File: src/sv/cpfr_pkg.sv
`timescale 1ns / 1ps
// ----------------------------------------------------------------------------
// cpfr_pkg: shared types and constants of the tachometer period-to-rpm block
// Field widths, register codes, reset values and the result record.
// ----------------------------------------------------------------------------
package cpfr_pkg;

  localparam int unsigned CapW     = 16;
  localparam int unsigned NumW     = 32;
  localparam int unsigned QuoW     = 32;
  localparam int unsigned StepCntW = $clog2(QuoW);
  localparam int unsigned CfgIdxW  = 1;
  localparam int unsigned OutDataW = 80;

  localparam logic [NumW-1:0] FreqNumReset = 32'd4000000;
  localparam logic [NumW-1:0] RpmNumReset  = 32'd60000000;
  localparam logic [QuoW-1:0] SatQuotient  = 32'hFFFF_FFFF;
  localparam logic [StepCntW-1:0] LastStep = StepCntW'(QuoW - 1);

  typedef enum logic [CfgIdxW-1:0] {
    RegFreqNum = 1'b0,
    RegRpmNum  = 1'b1
  } cfg_reg_e;

  typedef enum logic {
    DivIdle,
    DivRun
  } div_state_e;

  // Period handed from the front end to the queue
  typedef struct packed {
    logic            valid;
    logic [CapW-1:0] period;
  } push_t;

  typedef struct packed {
    logic [QuoW-1:0] rpm;
    logic [QuoW-1:0] freq;
    logic [CapW-1:0] period;
  } result_t;

endpackage

File: src/sv/cpfr_front.sv
`timescale 1ns / 1ps
// ----------------------------------------------------------------------------
// cpfr_front: capture intake
// Accepts captures, forms the wrapped period and keeps the previous capture.
// ----------------------------------------------------------------------------
module cpfr_front (
  input  logic                          clk_i,
  input  logic                          rst_ni,
  input  logic                          s_axis_tvalid,
  output logic                          s_axis_tready,
  input  logic [cpfr_pkg::CapW-1:0]     s_axis_tdata,  // [15:0] capture_time
  input  logic                          queue_full_i,
  output cpfr_pkg::push_t               push_o
);

  logic [cpfr_pkg::CapW-1:0] last_capture_q, last_capture_d;
  logic                      accept;

  assign s_axis_tready = !queue_full_i;
  assign accept        = s_axis_tvalid && !queue_full_i;

  always_comb begin
    last_capture_d = accept ? s_axis_tdata : last_capture_q;
    push_o.valid   = accept;
    // modulo 2^16 by construction
    push_o.period  = s_axis_tdata - last_capture_q;
  end

  always_ff @(posedge clk_i or negedge rst_ni) begin
    if (!rst_ni) begin
      last_capture_q <= '0;
    end else begin
      last_capture_q <= last_capture_d;
    end
  end

endmodule

File: src/sv/cpfr_queue.sv
`timescale 1ns / 1ps
// ----------------------------------------------------------------------------
// cpfr_queue: two-entry period queue
// Decouples capture intake from the divider.
// ----------------------------------------------------------------------------
module cpfr_queue (
  input  logic                      clk_i,
  input  logic                      rst_ni,
  input  cpfr_pkg::push_t           push_i,
  output logic                      full_o,
  output logic                      not_empty_o,
  output logic [cpfr_pkg::CapW-1:0] head_o,
  input  logic                      pop_i
);

  logic [cpfr_pkg::CapW-1:0] entry_q [2];
  logic                      wr_ptr_q, wr_ptr_d;
  logic                      rd_ptr_q, rd_ptr_d;
  logic [1:0]                count_q, count_d;
  logic                      do_pop;

  assign full_o      = (count_q == 2'd2);
  assign not_empty_o = (count_q != 2'd0);
  assign head_o      = entry_q[rd_ptr_q];
  assign do_pop      = pop_i && not_empty_o;

  always_comb begin
    wr_ptr_d = push_i.valid ? !wr_ptr_q : wr_ptr_q;
    rd_ptr_d = do_pop ? !rd_ptr_q : rd_ptr_q;
    count_d  = count_q + {1'b0, push_i.valid} - {1'b0, do_pop};
  end

  always_ff @(posedge clk_i or negedge rst_ni) begin
    if (!rst_ni) begin
      wr_ptr_q <= 1'b0;
      rd_ptr_q <= 1'b0;
      count_q  <= 2'd0;
    end else begin
      wr_ptr_q <= wr_ptr_d;
      rd_ptr_q <= rd_ptr_d;
      count_q  <= count_d;
    end
  end

  always_ff @(posedge clk_i) begin
    if (push_i.valid) begin
      entry_q[wr_ptr_q] <= push_i.period;
    end
  end

endmodule

File: src/sv/cpfr_div.sv
`timescale 1ns / 1ps
// ----------------------------------------------------------------------------
// cpfr_div: dual restoring divider with output register
// Divides both numerators by the period, one quotient bit per cycle; the last bit waits for a free output register.
// ----------------------------------------------------------------------------
module cpfr_div (
  input  logic                         clk_i,
  input  logic                         rst_ni,
  input  logic                         q_not_empty_i,
  input  logic [cpfr_pkg::CapW-1:0]    q_head_i,
  output logic                         q_pop_o,
  input  logic [cpfr_pkg::NumW-1:0]    freq_num_i,
  input  logic [cpfr_pkg::NumW-1:0]    rpm_num_i,
  output logic                         m_axis_tvalid,
  input  logic                         m_axis_tready,
  output logic [cpfr_pkg::OutDataW-1:0] m_axis_tdata,  // [15:0] period_ticks,
                                                       // [47:16] frequency,
                                                       // [79:48] speed_rpm
  output logic                         m_axis_tuser   // [0] zero_period
);

  cpfr_pkg::div_state_e state_q, state_d;

  logic [cpfr_pkg::StepCntW-1:0] cnt_q, cnt_d;
  logic [cpfr_pkg::CapW-1:0]     den_q, den_d;
  logic [cpfr_pkg::QuoW-1:0]     num_f_q, num_f_d, num_r_q, num_r_d;
  logic [cpfr_pkg::CapW-1:0]     rem_f_q, rem_f_d, rem_r_q, rem_r_d;

  logic                          out_valid_q, out_valid_d;
  cpfr_pkg::result_t             out_res_q, out_res_d;
  logic                          out_zero_q, out_zero_d;
  logic                          out_load;

  logic [cpfr_pkg::CapW:0]       ext_f, ext_r;
  logic [cpfr_pkg::CapW+1:0]     diff_f, diff_r;
  logic                          ge_f, ge_r;
  logic [cpfr_pkg::CapW-1:0]     step_rem_f, step_rem_r;
  logic [cpfr_pkg::QuoW-1:0]     step_num_f, step_num_r;
  logic                          out_free;

  assign out_free      = !out_valid_q || m_axis_tready;
  assign m_axis_tvalid = out_valid_q;
  assign m_axis_tdata  = {out_res_q.rpm, out_res_q.freq, out_res_q.period};
  assign m_axis_tuser  = out_zero_q;

  // One restoring step per lane
  always_comb begin
    ext_f      = {rem_f_q, num_f_q[cpfr_pkg::QuoW-1]};
    ext_r      = {rem_r_q, num_r_q[cpfr_pkg::QuoW-1]};
    diff_f     = {1'b0, ext_f} - {2'b00, den_q};
    diff_r     = {1'b0, ext_r} - {2'b00, den_q};
    ge_f       = !diff_f[cpfr_pkg::CapW+1];
    ge_r       = !diff_r[cpfr_pkg::CapW+1];
    step_rem_f = ge_f ? diff_f[cpfr_pkg::CapW-1:0] : ext_f[cpfr_pkg::CapW-1:0];
    step_rem_r = ge_r ? diff_r[cpfr_pkg::CapW-1:0] : ext_r[cpfr_pkg::CapW-1:0];
    step_num_f = {num_f_q[cpfr_pkg::QuoW-2:0], ge_f};
    step_num_r = {num_r_q[cpfr_pkg::QuoW-2:0], ge_r};
  end

  always_comb begin
    state_d    = state_q;
    cnt_d      = cnt_q;
    den_d      = den_q;
    num_f_d    = num_f_q;
    num_r_d    = num_r_q;
    rem_f_d    = rem_f_q;
    rem_r_d    = rem_r_q;
    q_pop_o    = 1'b0;
    out_load   = 1'b0;
    out_res_d  = out_res_q;
    out_zero_d = out_zero_q;

    unique case (state_q)
      cpfr_pkg::DivIdle: begin
        if (q_not_empty_i) begin
          if (q_head_i == '0) begin
            // zero period: saturate without dividing
            if (out_free) begin
              q_pop_o          = 1'b1;
              out_load         = 1'b1;
              out_res_d.period = q_head_i;
              out_res_d.freq   = cpfr_pkg::SatQuotient;
              out_res_d.rpm    = cpfr_pkg::SatQuotient;
              out_zero_d       = 1'b1;
            end
          end else begin
            q_pop_o = 1'b1;
            den_d   = q_head_i;
            num_f_d = freq_num_i;
            num_r_d = rpm_num_i;
            rem_f_d = '0;
            rem_r_d = '0;
            cnt_d   = '0;
            state_d = cpfr_pkg::DivRun;
          end
        end
      end
      cpfr_pkg::DivRun: begin
        if (cnt_q != cpfr_pkg::LastStep) begin
          num_f_d = step_num_f;
          num_r_d = step_num_r;
          rem_f_d = step_rem_f;
          rem_r_d = step_rem_r;
          cnt_d   = cnt_q + cpfr_pkg::StepCntW'(1);
        end else if (out_free) begin
          // hold the last step until the output register frees up
          out_load         = 1'b1;
          out_res_d.period = den_q;
          out_res_d.freq   = step_num_f;
          out_res_d.rpm    = step_num_r;
          out_zero_d       = 1'b0;
          state_d          = cpfr_pkg::DivIdle;
        end
      end
      default: state_d = cpfr_pkg::DivIdle;
    endcase

    out_valid_d = out_load || (out_valid_q && !m_axis_tready);
  end

  always_ff @(posedge clk_i or negedge rst_ni) begin
    if (!rst_ni) begin
      state_q     <= cpfr_pkg::DivIdle;
      cnt_q       <= '0;
      out_valid_q <= 1'b0;
    end else begin
      state_q     <= state_d;
      cnt_q       <= cnt_d;
      out_valid_q <= out_valid_d;
    end
  end

  always_ff @(posedge clk_i) begin
    den_q      <= den_d;
    num_f_q    <= num_f_d;
    num_r_q    <= num_r_d;
    rem_f_q    <= rem_f_d;
    rem_r_q    <= rem_r_d;
    out_res_q  <= out_res_d;
    out_zero_q <= out_zero_d;
  end

endmodule

File: src/sv/capture_period_to_frequency_rpm_top.sv
`timescale 1ns / 1ps
// ----------------------------------------------------------------------------
// capture_period_to_frequency_rpm_top: tachometer period to frequency and rpm
// Turns timer captures into period, frequency and rpm results.
// ----------------------------------------------------------------------------
// Each capture yields one result: the wrapped 16-bit period since the previous
// capture (0 after reset), and the two programmed numerators divided by that
// period. A zero period sets tuser and saturates both quotients to all ones.
// A nonzero period is loaded, taken through 31 divider steps, and its final
// step retired into the output register by the bit-serial restoring divider,
// which makes one quotient bit per cycle for both quotients, holding the last bit
// while the output register is full; a zero period bypasses division. The front end
// takes captures without waiting on the divider while the two-entry period
// queue has room, and a finished result waits in the output register.
// ----------------------------------------------------------------------------
module capture_period_to_frequency_rpm_top (
  input  logic                          clk_i,
  input  logic                          rst_ni,
  input  logic                          cfg_we_i,
  input  logic [cpfr_pkg::CfgIdxW-1:0]  cfg_idx_i,
  input  logic [cpfr_pkg::NumW-1:0]     cfg_data_i,
  input  logic                          s_axis_tvalid,
  output logic                          s_axis_tready,
  input  logic [cpfr_pkg::CapW-1:0]     s_axis_tdata,  // [15:0] capture_time
  output logic                          m_axis_tvalid,
  input  logic                          m_axis_tready,
  output logic [cpfr_pkg::OutDataW-1:0] m_axis_tdata,  // [15:0] period_ticks,
                                                       // [47:16] frequency,
                                                       // [79:48] speed_rpm
  output logic                          m_axis_tuser   // [0] zero_period
);

  logic [cpfr_pkg::NumW-1:0] freq_num_q, freq_num_d;
  logic [cpfr_pkg::NumW-1:0] rpm_num_q, rpm_num_d;

  cpfr_pkg::push_t           push;
  logic                      queue_full;
  logic                      q_not_empty;
  logic [cpfr_pkg::CapW-1:0] q_head;
  logic                      q_pop;

  always_comb begin
    freq_num_d = freq_num_q;
    rpm_num_d  = rpm_num_q;
    if (cfg_we_i) begin
      unique case (cpfr_pkg::cfg_reg_e'(cfg_idx_i))
        cpfr_pkg::RegFreqNum: freq_num_d = cfg_data_i;
        cpfr_pkg::RegRpmNum:  rpm_num_d  = cfg_data_i;
        default: ;
      endcase
    end
  end

  always_ff @(posedge clk_i or negedge rst_ni) begin
    if (!rst_ni) begin
      freq_num_q <= cpfr_pkg::FreqNumReset;
      rpm_num_q  <= cpfr_pkg::RpmNumReset;
    end else begin
      freq_num_q <= freq_num_d;
      rpm_num_q  <= rpm_num_d;
    end
  end

  cpfr_front u_front (
    .clk_i         (clk_i),
    .rst_ni        (rst_ni),
    .s_axis_tvalid (s_axis_tvalid),
    .s_axis_tready (s_axis_tready),
    .s_axis_tdata  (s_axis_tdata),
    .queue_full_i  (queue_full),
    .push_o        (push)
  );

  cpfr_queue u_queue (
    .clk_i       (clk_i),
    .rst_ni      (rst_ni),
    .push_i      (push),
    .full_o      (queue_full),
    .not_empty_o (q_not_empty),
    .head_o      (q_head),
    .pop_i       (q_pop)
  );

  cpfr_div u_div (
    .clk_i         (clk_i),
    .rst_ni        (rst_ni),
    .q_not_empty_i (q_not_empty),
    .q_head_i      (q_head),
    .q_pop_o       (q_pop),
    .freq_num_i    (freq_num_q),
    .rpm_num_i     (rpm_num_q),
    .m_axis_tvalid (m_axis_tvalid),
    .m_axis_tready (m_axis_tready),
    .m_axis_tdata  (m_axis_tdata),
    .m_axis_tuser  (m_axis_tuser)
  );

endmodule

File: config.mk
export PLATFORM = sky130hd
export DESIGN_NAME = capture_period_to_frequency_rpm_top
export DESIGN_NICKNAME = d
export VERILOG_FILES = /design/src/sv/cpfr_pkg.sv /design/src/sv/cpfr_front.sv /design/src/sv/cpfr_queue.sv /design/src/sv/cpfr_div.sv /design/src/sv/capture_period_to_frequency_rpm_top.sv
export SDC_FILE = /design/constraint.sdc
export NUM_CORES = 1
export LEC_CHECK = 0
export BUFFER_PORTS_ARGS = -buffer_cell sky130_fd_sc_hd__buf_4
export CAP_MARGIN = 10
export CORE_ASPECT_RATIO = 0.9
export CORE_MARGIN = 1
export CORE_UTILIZATION = 31
export CTS_CLUSTER_DIAMETER = 60
export DETAILED_ROUTE_END_ITERATION = 10
export GPL_TIMING_DRIVEN = 0
export PLACE_DENSITY = 0.59
export SLEW_MARGIN = 20
export SYNTH_ARGS = -nofsm -noshare
export SYNTH_HDL_FRONTEND = slang
export SYNTH_SLANG_ARGS = --single-unit
File: constraint.sdc
create_clock -name clk_i -period 7.4 [get_ports clk_i]
set_input_delay 1.11 -clock clk_i [delete_from_list [all_inputs] [get_ports clk_i]]
set_output_delay 1.11 -clock clk_i [all_outputs]
set_load 0.01 [all_outputs]
### After elaboration in Yosys (flattened, before gate mapping)

Memories as Yosys holds them, arrays and structs flattened.
Index checks and enable logic that the tools add are counted.

| operators by class | value |
|---|---|
| add/sub/neg operators | 6 |
| multipliers | 0 |
| divide/modulo/power cells | 0 |
| order comparisons | 0 |
| equality and inequality tests | 9 |
| shifts and indexed selects | 0 |
| mux-type cells | 47 |
| bitwise gates (word level) | 3 |
| reductions and logical operators | 19 |

Operators with widths:

| operator | count |
|---|---|
| 80-bit two-way mux | 5 |
| 32-bit two-way mux | 6 |
| 80-bit one-hot mux with 2 select lines | 1 |
| 32-bit one-hot mux with 2 select lines | 2 |
| 16-bit two-way mux | 6 |
| 16-bit one-hot mux with 2 select lines | 2 |
| 17-bit by 16-bit subtractor with 18-bit output | 2 |
| 1-bit two-way mux | 18 |
| 16-bit zero test | 1 |
| 16-bit subtractor | 1 |
| 5-bit two-way mux | 3 |
| 2-bit != test (second input constant) | 5 |
| 5-bit one-hot mux with 2 select lines | 1 |
| 1-bit zero test | 7 |
| 1-bit one-hot mux with 2 select lines | 3 |
| 3-bit AND reduction | 2 |
| 5-bit by 1-bit adder with 5-bit output (second input constant) | 1 |
| 5-bit != test (second input constant) | 1 |
| 5-bit AND reduction | 1 |
| 2-bit by 1-bit != test with 1-bit output (second input constant) | 2 |
| 2-bit AND reduction | 2 |
| 1-bit logical AND | 3 |
| 1-bit inverter | 3 |
| 2-bit by 1-bit adder with 2-bit output | 1 |
| 4 further kinds | 5 |

| storage, ports and cells | value |
|---|---|
| flip-flop bits (word level) | 284 |
| latch bits | 0 |
| bits in writable memories | 32 |
| bits in read-only memories | 0 |
| input bits | 54 |
| output and inout port bits | 83 |
| logic and storage cells | 103 |
| memories | 1 |

Memory list:

| memory | depth | width | read ports | clocked after Yosys merged registers in | write ports | RTL line | RTL |
|---|---|---|---|---|---|---|---|
| u_queue.entry_q | 2 | 16 | 1 | 0 | 1 | cpfr_queue.sv:16 | `logic [cpfr_pkg::CapW-1:0] entry_q [2];` |

### Longest topological paths before layout

Gate-level depths: netlist (run 1).

| logic depth | value |
|---|---|
| depth in word-level cells | 8 |
| mapped depth | 11 |
| gate-level depth less buffers | 10 |

### Hierarchy

A second synthesis (run 1) with hierarchy kept.

| second synthesis, totals | value |
|---|---|
| cell total of the unflattened synthesis | 1083 |
| area total of the unflattened synthesis | 14919.3 µm² |

Modules (own cells, without submodules):

| module | instances | cells each | area an instance (µm²) | sequential area each (µm²) |
|---|---|---|---|---|
| cpfr_div | 1 | 704 | 9630.5 | 5970.7 |
| capture_period_to_frequency_rpm_top | 1 | 137 | 2447.3 | 1622.8 |
| cpfr_front | 1 | 175 | 1435.1 | 400.4 |
| cpfr_queue | 1 | 67 | 1406.3 | 1061.0 |

### Worst setup path before layout (run 1)

No wires, ideal clock.

| timing | value |
|---|---|
| path kind | reg2reg |
| start | register u_queue.rd_ptr_q |
| end | register u_div.out_res_q (netlist bit u_div.m_axis_tdata[0]), enable pin |
| library setup time | 0.547 ns |
| arrival time | 5.652 ns |
| data required time | 6.853 ns |
| slack | 1.201 ns |
| cell stages (with the launch flop) | 7 |
| path buffers | 1 |
| period minus slack after synthesis | 6.199 ns |
| cells stage by stage | dfrtp_1 > buf_6 > or4_1 > o22a_1 > a2111oi_4 > a22oi_1 > a21oi_1 |

| on the way | value |
|---|---|
| word-level cells in the longest chain between the ends | 4 |

RTL lines:

| item | RTL line | RTL |
|---|---|---|
| start: declaration | cpfr_queue.sv:18 | `logic rd_ptr_q, rd_ptr_d;` |
| start signal: assignment | cpfr_queue.sv:40 | `rd_ptr_q <= rd_ptr_d;` |
| memory 2 x 16 bit | n/a |  |
| 16-bit zero test | cpfr_div.sv:76 | `if (q_head_i == '0) begin` |
| 2-bit by 1-bit != test with 1-bit output (no source line) | n/a |  |
| 5-bit AND reduction (no source line) | n/a |  |
| end signal: assignment | cpfr_div.sv:139 | `out_res_q <= out_res_d;` |
| end: declaration | cpfr_div.sv:30 | `cpfr_pkg::result_t out_res_q, out_res_d;` |

No other way between the ends.
A chain may end at the register's enable or synchronous reset.

### Worst setup path in the final report (run 1)

| timing | value |
|---|---|
| start | register u_queue.rd_ptr_q |
| end | register u_div.out_zero_q, in the netlist u_div.m_axis_tuser, enable pin |

| on the way | value |
|---|---|
| word-level cells in the longest chain between the ends | 4 |

RTL lines:

| item | RTL line | RTL |
|---|---|---|
| memory 2 x 16 bit | n/a |  |
| 16-bit zero test | cpfr_div.sv:76 |  |
| 2-bit by 1-bit != test with 1-bit output (no source line) | n/a |  |
| 5-bit AND reduction (no source line) | n/a |  |
| end signal: assignment | cpfr_div.sv:140 | `out_zero_q <= out_zero_d;` |
| end: declaration | cpfr_div.sv:31 | `logic out_zero_q, out_zero_d;` |

No other way between the ends.

==> impl_results.md, run 1 <==
* Mapped Area at 15200 um^2
* FF-to-FF End: u_div.m_axis_tuser$_DFFE_PP_
* Ratio of cells with drive above 1 in the final layout at 27.3%
* IO Pins at 137
* Post-synth cell types at 65
* Max clock buf depth at 3
* Core Rows at 76
* Slew @ Worst Pin at 0.898 ns
* Seq/Total Area, Yosys at 59.7%
* Number of remaining DRC errors at 0
* FILL cells at 4572
* Area growth syn-to-layout at 21.0%
* Critical Path Sink Type: register
* Area share of the largest cell type after synthesis at 44.6%
* Critical path class: register to register
* Pre-antenna DRT Iters at 5
* CP required at 7.64 ns
* Global-route wire length before repair at 56.5 mm
* Antenna Nets Post-Route at 0
* CTS resizes at 0
* Vias in the first global route at 10100
* DIE WIDTH at 235 um
* CTS tree: yes
* Initial Util at 31.6%
* Detailed-route wire length per cell at 17.9 um
* Vias/cell at 4.97
* Leading area contributor after synthesis: edfxtp_1
* Num CTS Buffers at 39
* Static leakage at 7.24 nW
* Status: completed
* Vias at 9987
* RSZ-0062 raised after global routing: no
* Final wirelength at 36.0 mm
* Antenna cells at 0
* Largest net degree at the start of global routing at 92
* Die Area at 49800 um^2
* FFs w/ async S/R, synth at 28.8%
* GP Congestion at 0.876
* Synth Warn # at 0
* Endpoints failing setup at 0
* Post-CTS setup buffer count at 0
* Post-synth top flop: edfxtp_1
* CP endpoint: u_div.m_axis_tuser$_DFFE_PP_
* Clock Sinks at 316
* Core ar. at 48000 um^2
* Max cap viols at 0
* Hold path startpoint: u_front.last_capture_q[0]$_DFFE_PN0P_
* Maximum vdd drop at 0.000204 V
* All-layer global routing usage at 14.5%
* Fin nets at 1467
* Commonest non-fill, non-tap cell in the layout: edfxtp_1
* Max Slew Vio Count at 0
* Slew margin rel. at 40.1%
* Hold-fix buffers, CTS at 0
* Port buffer count at 136
* Worst-case reg-to-reg path depth at 9
* Synth area leaders: edfxtp_1 45%, dfrtp_1 12%, mux2_2 11%
* Worst Setup Start Kind: register
* Initial antenna violation count at 1
* CP Launch Point: u_queue.rd_ptr_q$_DFFE_PN0P_
* Final core utilization at 38.2%
* Grt ovf at 0
* Syn_nets at 1282
* Final worst path period need at 3.32 ns
* PwrDens at 453 nW/um^2
* Syn Area/Cell at 12.9 um^2
* Clk root buf: clkbuf_16
* Clock transition at path regs at 0.05 ns
* H-tree depth at 2
* Hold Fails Final Rpt at 0
* Hold Path Class: register to register
* WP data arrival at 3.56 ns
* R2R Setup Slk at 4.08 ns
* Setup TNS Final at 0 ns
* Post-synth EDFFs at 225
* Worst-Skew Late Latency at 0.54 ns
* Clock skew at 0.0160 ns
* DIE HEIGHT at 212 um
* #FFs+latches synth at 316
* Final Cycle Share at 44.9%
* Final HPWL DP at 25.8 mm
* Iter 0 DRT Violations at 556
* Gate Count Post-Synth at 1174
* Max Fclk at 301 MHz
* RR Startpoint: u_queue.rd_ptr_q$_DFFE_PN0P_
* Most frequent cells in the layout: 225 x edfxtp_1, 144 x mux2_2, 135 x buf_4, 75 x nand2b_1, 74 x dfrtp_1
* CP max FO at 20
## worst min-delay path by stage
stage          cells after the start                                    end
6_report                           2  u_front.last_capture_q[0]$_DFFE_PN0P_
3_5_place_dp                       2  u_front.last_capture_q[0]$_DFFE_PN0P_
4_1_cts                            2  u_front.last_capture_q[0]$_DFFE_PN0P_
2_1_floorplan                      2  u_front.last_capture_q[0]$_DFFE_PN0P_
3_3_place_gp                       2  u_front.last_capture_q[0]$_DFFE_PN0P_
5_1_grt                            1               rpm_num_q[2]$_DFFE_PN0P_
## critical path: stages, from the launching register on
cell	delay (ns)
dfrtp_1	0.41
buf_6	0.17
or4_1	0.52
o22a_1	0.24
a2111oi_4	0.39
a22oi_1	0.20
a21oi_4	0.50
buf_8	0.24
buf_8	0.17
buf_16	0.17
## cell usage after synthesis, types with 8 or more instances
cell	n
edfxtp_1	225
mux2_2	144
nand2b_1	75
dfrtp_1	74
a21oi_1	73
inv_1	52
nand2_1	52
ha_1	51
nor2_1	48
o21ai_0	48
clkbuf_1	37
nand3_1	27
a21o_1	20
dfstp_2	17
nor3_1	15
xnor2_1	15
nor2b_1	14
o21a_1	13
nand4_1	12
o211ai_1	12
buf_1	10
a211o_1	9
xor2_1	9
and3_1	8
## logic make-up after synthesis
| kind of cell | after synthesis | share of synthesized area (%) |
|---|---|---|
| AOI/OAI and AO/OA | 248 | 10.9 |
| muxes | 147 | 10.9 |
| xor gates and xnor gates | 24 | 1.39 |
| and+or+nand+nor | 282 | 9.86 |
| buffers and inverters | 103 | 2.62 |
| DFF | 316 | 59.7 |
| adders and majority gates | 54 | 4.61 |
## power by group
part	total (W)	switching [W]	leakage (nW)	internal (W)
Sequential	0.00308	0.000246	3.24	0.00284
Clock	0.00177	0.000741	0.576	0.00102
Combinational	0.00346	0.00201	3.42	0.00145
## stage by stage
stage,std cells,hold WS (ns),total power (W),setup WS (ns),area (um^2)
2_1_floorplan,1174,0.454,0.00557,1.20,15200
3_5_place_dp,1942,0.490,0.00657,3.69,17200
6_report,2011,0.500,0.00831,4.08,18300
5_1_grt,2011,0.517,0.00889,3.86,18300
4_1_cts,2011,0.503,0.00839,3.98,18300
3_3_place_gp,1934,0.475,0.00646,-1.40,17000
## per-layer routing
metal | track usage, % | share of wire [%] | wire [um] | vias to the layer above
li1 | - | - | - | 4783
met3 | 2.80 | 4.9 | 1770 | 55
met5 | 0 | 0.033 | 12 | -
met2 | 23.0 | 46 | 16400 | 227
met4 | 4.88 | 2.4 | 867 | 2
met1 | 19.9 | 47 | 17000 | 4920
## area by class of cell
class | count | area [um^2] | share of cell area, %
Buffer | 50 | 198 | 1.08
Clock buffer | 46 | 1020 | 5.57
Sequential cell | 316 | 9050 | 49.3
Tap cell | 624 | 781 | 4.26
Multi-Input combinational cell | 755 | 5730 | 31.2
Inverter | 53 | 199 | 1.08
Timing Repair Buffer | 144 | 1210 | 6.58
Clock inverter | 23 | 159 | 0.866
## registers in the layout, indices dropped and copies added (netlist names)
register and count:
freq_num_q 32, rpm_num_q 32, u_div.cnt_q 5, u_div.den_q 16, u_div.m_axis_tdata 80, u_div.m_axis_tuser 1
u_div.m_axis_tvalid 1, u_div.num_f_q 32, u_div.num_r_q 32, u_div.rem_f_q 16, u_div.rem_r_q 16, u_div.state_q 1
u_front.last_capture_q 16, u_queue.count_q 2, u_queue.entry_q 32, u_queue.rd_ptr_q 1, u_queue.wr_ptr_q 1
Note: power is estimated with default switching activity, not from simulation.
==> inputs of run 2 (changes only) <==
--- a/config.mk
+++ b/config.mk
@@ -5,6 +5,7 @@
 export SDC_FILE = /design/constraint.sdc
 export NUM_CORES = 1
 export LEC_CHECK = 0
+export ABC_AREA = 1
 export BUFFER_PORTS_ARGS = -buffer_cell sky130_fd_sc_hd__buf_4
 export CAP_MARGIN = 10
 export CORE_ASPECT_RATIO = 0.9
@@ -13,7 +14,7 @@
 export CTS_CLUSTER_DIAMETER = 60
 export DETAILED_ROUTE_END_ITERATION = 10
 export GPL_TIMING_DRIVEN = 0
-export PLACE_DENSITY = 0.59
+export PLACE_DENSITY = 0.61
 export SLEW_MARGIN = 20
 export SYNTH_ARGS = -nofsm -noshare
 export SYNTH_HDL_FRONTEND = slang
==> constraint.sdc (replaced) <==
create_clock -name clk_i -period 2.8 [get_ports clk_i]
set_input_delay 0.42 -clock clk_i [delete_from_list [all_inputs] [get_ports clk_i]]
set_output_delay 0.42 -clock clk_i [all_outputs]
set_load 0.01 [all_outputs]
==> impl_results.md, run 2 <==
* Antenna Nets Post-Route at 0
* Gate Count Post-Synth at 1601
* Final Cycle Share at 95.2%
* IO Pins at 137
* Area share of the largest cell type after synthesis at 44.4%
* Failing checks: hold timing
* Vias at 11100
* All-layer global routing usage at 14.6%
* WP data arrival at 2.89 ns
* Final worst path period need at 2.66 ns
* Final HPWL DP at 27.2 mm
* CTS tree: yes
* Fin nets at 1892
* Pre-antenna DRT Iters at 5
* Leading area contributor after synthesis: edfxtp_1
* Crit-path cells: buf_4 > clkbuf_1 > nand3_1 > a22oi_2 > buf_6 > buf_6 > buf_6
* Most common cell on crit path: buf_6
* Number of remaining DRC errors at 0
* Synth area leaders: edfxtp_1 44%, nand2_1 16%, dfrtp_1 12%
* Largest family of logic cells by synthesized area: simple AND/OR/NAND/NOR gates
* Worst Setup Start Kind: register
* Hold Fails Final Rpt at 22
* Clk root buf: clkbuf_16
* Max clock buf depth at 3
* Most frequent cells in the layout: 662 x nand2_1, 225 x edfxtp_1, 163 x inv_1, 136 x buf_4, 97 x o21ai_0
* Initial antenna violation count at 1
* Critical Path Sink Type: register
* Detailed-route wire length per cell at 15.1 um
* Initial Util at 31.6%
* Post-synthesis simple-gate area fraction at 22.9%
* Final wirelength at 36.8 mm
* H-tree depth at 2
* Commonest non-fill, non-tap cell in the layout: nand2_1
* Slew @ Worst Pin at 0.878 ns
* #FFs+latches synth at 316
* Hold-fix buffers, CTS at 0
* Vias/cell at 4.57
* Num CTS Buffers at 38
* Setup TNS Final at 0 ns
* Dpl ws at 0.110 ns
* Seq/Total Area, Yosys at 59.5%
* Grt ovf at 0
* Endpoints failing setup at 0
* Max stage delay on crit path at 0.54 ns
* Post-synth top flop: edfxtp_1
* Multiplexer area fraction after synthesis at 0%
* GP Congestion at 0.906
* Clock Sinks at 316
* Critical path class: register to register
* Core ar. at 48100 um^2
* Clock skew at 0.0282 ns
* Area growth syn-to-layout at 20.2%
* FILL cells at 4821
* Post-synth cell types at 45
* CP Launch Point: u_div.state_q$_DFF_PN0_
* Clock transition at path regs at 0.06 ns
* Status: complete, but fails checks
* Iter 0 DRT Violations at 723
* DIE HEIGHT at 212 um
* PwrDens at 1180 nW/um^2
* Ratio of cells with drive above 1 in the final layout at 16.5%
* Core Rows at 76
* Final core utilization at 38.0%
* Mapped Area at 15200 um^2
* Top-count cell post-synth: nand2_1
* FFs w/ async S/R, synth at 28.8%
* FF-to-FF End: u_div.m_axis_tdata[55]$_SDFFCE_PN1P_
* Static leakage at 8.62 nW
* RSZ-0062 raised after global routing: no
* Slew margin rel. at 41.5%
* CP endpoint: u_div.m_axis_tdata[55]$_SDFFCE_PN1P_
* Number of flip-flops in the largest register at 80
* Die Area at 50000 um^2
* Maximum vdd drop at 0.000422 V
* R2R Setup Slk at 0.14 ns
* Post-CTS setup buffer count at 0
* Max cap viols at 0
* CTS resizes at 0
* Post-synth EDFFs at 225
* Adder-cell share of the synthesized area at 4.59%
* Largest net degree at the start of global routing at 97
* Vias in the first global route at 10800
* Syn_nets at 1709
* Max Slew Vio Count at 0
* Commonest cells post-synth: 663 x nand2_1, 225 x edfxtp_1, 163 x inv_1
* Global-route wire length before repair at 58.0 mm
* Final WS setup at 0.136 ns
* Slowest-stage cell, CP: clkbuf_1
* Compound-Gate Fraction of Synth Area at 5.24%
* Worst-Skew Late Latency at 0.54 ns
* Max Fclk at 375 MHz
* DIE WIDTH at 235 um
* Hold Path Class: input pin to async pin
* CP max FO at 14
* Worst-case reg-to-reg path depth at 7
* XOR/XNOR share of the synthesized area at 1.84%
* Synth Warn # at 0
* Syn Area/Cell at 9.50 um^2
* CP required at 3.03 ns
* Port buffer count at 136
* Worst hold margin at -0.0494 ns
* RR Startpoint: u_div.state_q$_DFF_PN0_
run 2: cell types whose count changed after synthesis, moves of 29 or more:
cell      change
a21oi_1      -41
nand2_1     +611
nand2b_1     -75
nand3_1      +29
mux2_2      -144
o21ai_0      +49
inv_1       +111
run 2: through the flow:
step	hold slack [ns]	cell area, um^2	instances	power [W]
6_report	-0.0494	18300	2436	0.0215
5_1_grt	0.0263	18300	2436	0.0231
4_1_cts	0.00833	18300	2435	0.0217
3_5_place_dp	0.474	17100	2368	0.0170
3_3_place_gp	0.467	17000	2361	0.0167
2_1_floorplan	0.124	15200	1601	0.0143
run 2: how the worst min path moves through the flow:
stage | endpoint | slack (ns) | cells after the start
final | rpm_num_q[5]$_DFFE_PN0P_ | -0.05 | 1
after global routing | rpm_num_q[5]$_DFFE_PN0P_ | 0.03 | 1
after CTS | rpm_num_q[5]$_DFFE_PN0P_ | 0.008 | 1
after detailed placement | freq_num_q[0]$_DFFE_PN0P_ | 0.47 | 2
after global placement | rpm_num_q[2]$_DFFE_PN0P_ | 0.47 | 2
after floorplan | freq_num_q[0]$_DFFE_PN0P_ | 0.12 | 0
run 2: final cells by class:
cell class                      instances  area, um^2  area share, %
Buffer                                 48         255           1.40
Clock inverter                         26         196           1.07
Antenna cell                            1        2.50         0.0137
Multi-Input combinational cell       1066        5280           28.9
Inverter                              171         647           3.54
Timing Repair Buffer                  143        1100           6.04
Tap cell                              624         781           4.27
Clock buffer                           41         962           5.26
Sequential cell                       316        9050           49.5
run 2: cell families after synthesis:
kind of cell               after synthesis
and+or+nand+nor                        835
DFF                                    316
buffers and inverters                  219
AOI/OAI and AO/OA                      145
adders and majority gates               54
xor gates and xnor gates                32
run 2: layer usage:
layer  global-route usage, %  routed length (um)  vias up
li1                        -                   -     5550
met1                    20.3               17600     5271
met2                    23.4               16700      240
met3                    2.26                1530       60
met4                    4.82                 934        0
met5                       0                   0        -
run 2: where the power goes:
part           internal, W  switching, W  total, W
sequential         0.00756      0.000659   0.00822
combinational      0.00312       0.00557   0.00869
clock              0.00261       0.00197   0.00459
run 2: worst max-delay path, delay by kind of cell, from the launching register on:
kind	cells	cell delay, ns
flip-flops	1	0.32
buffers and inverters	5	1.32
AO/OA/AOI/OAI	1	0.48
AND/OR/NAND/NOR	1	0.24
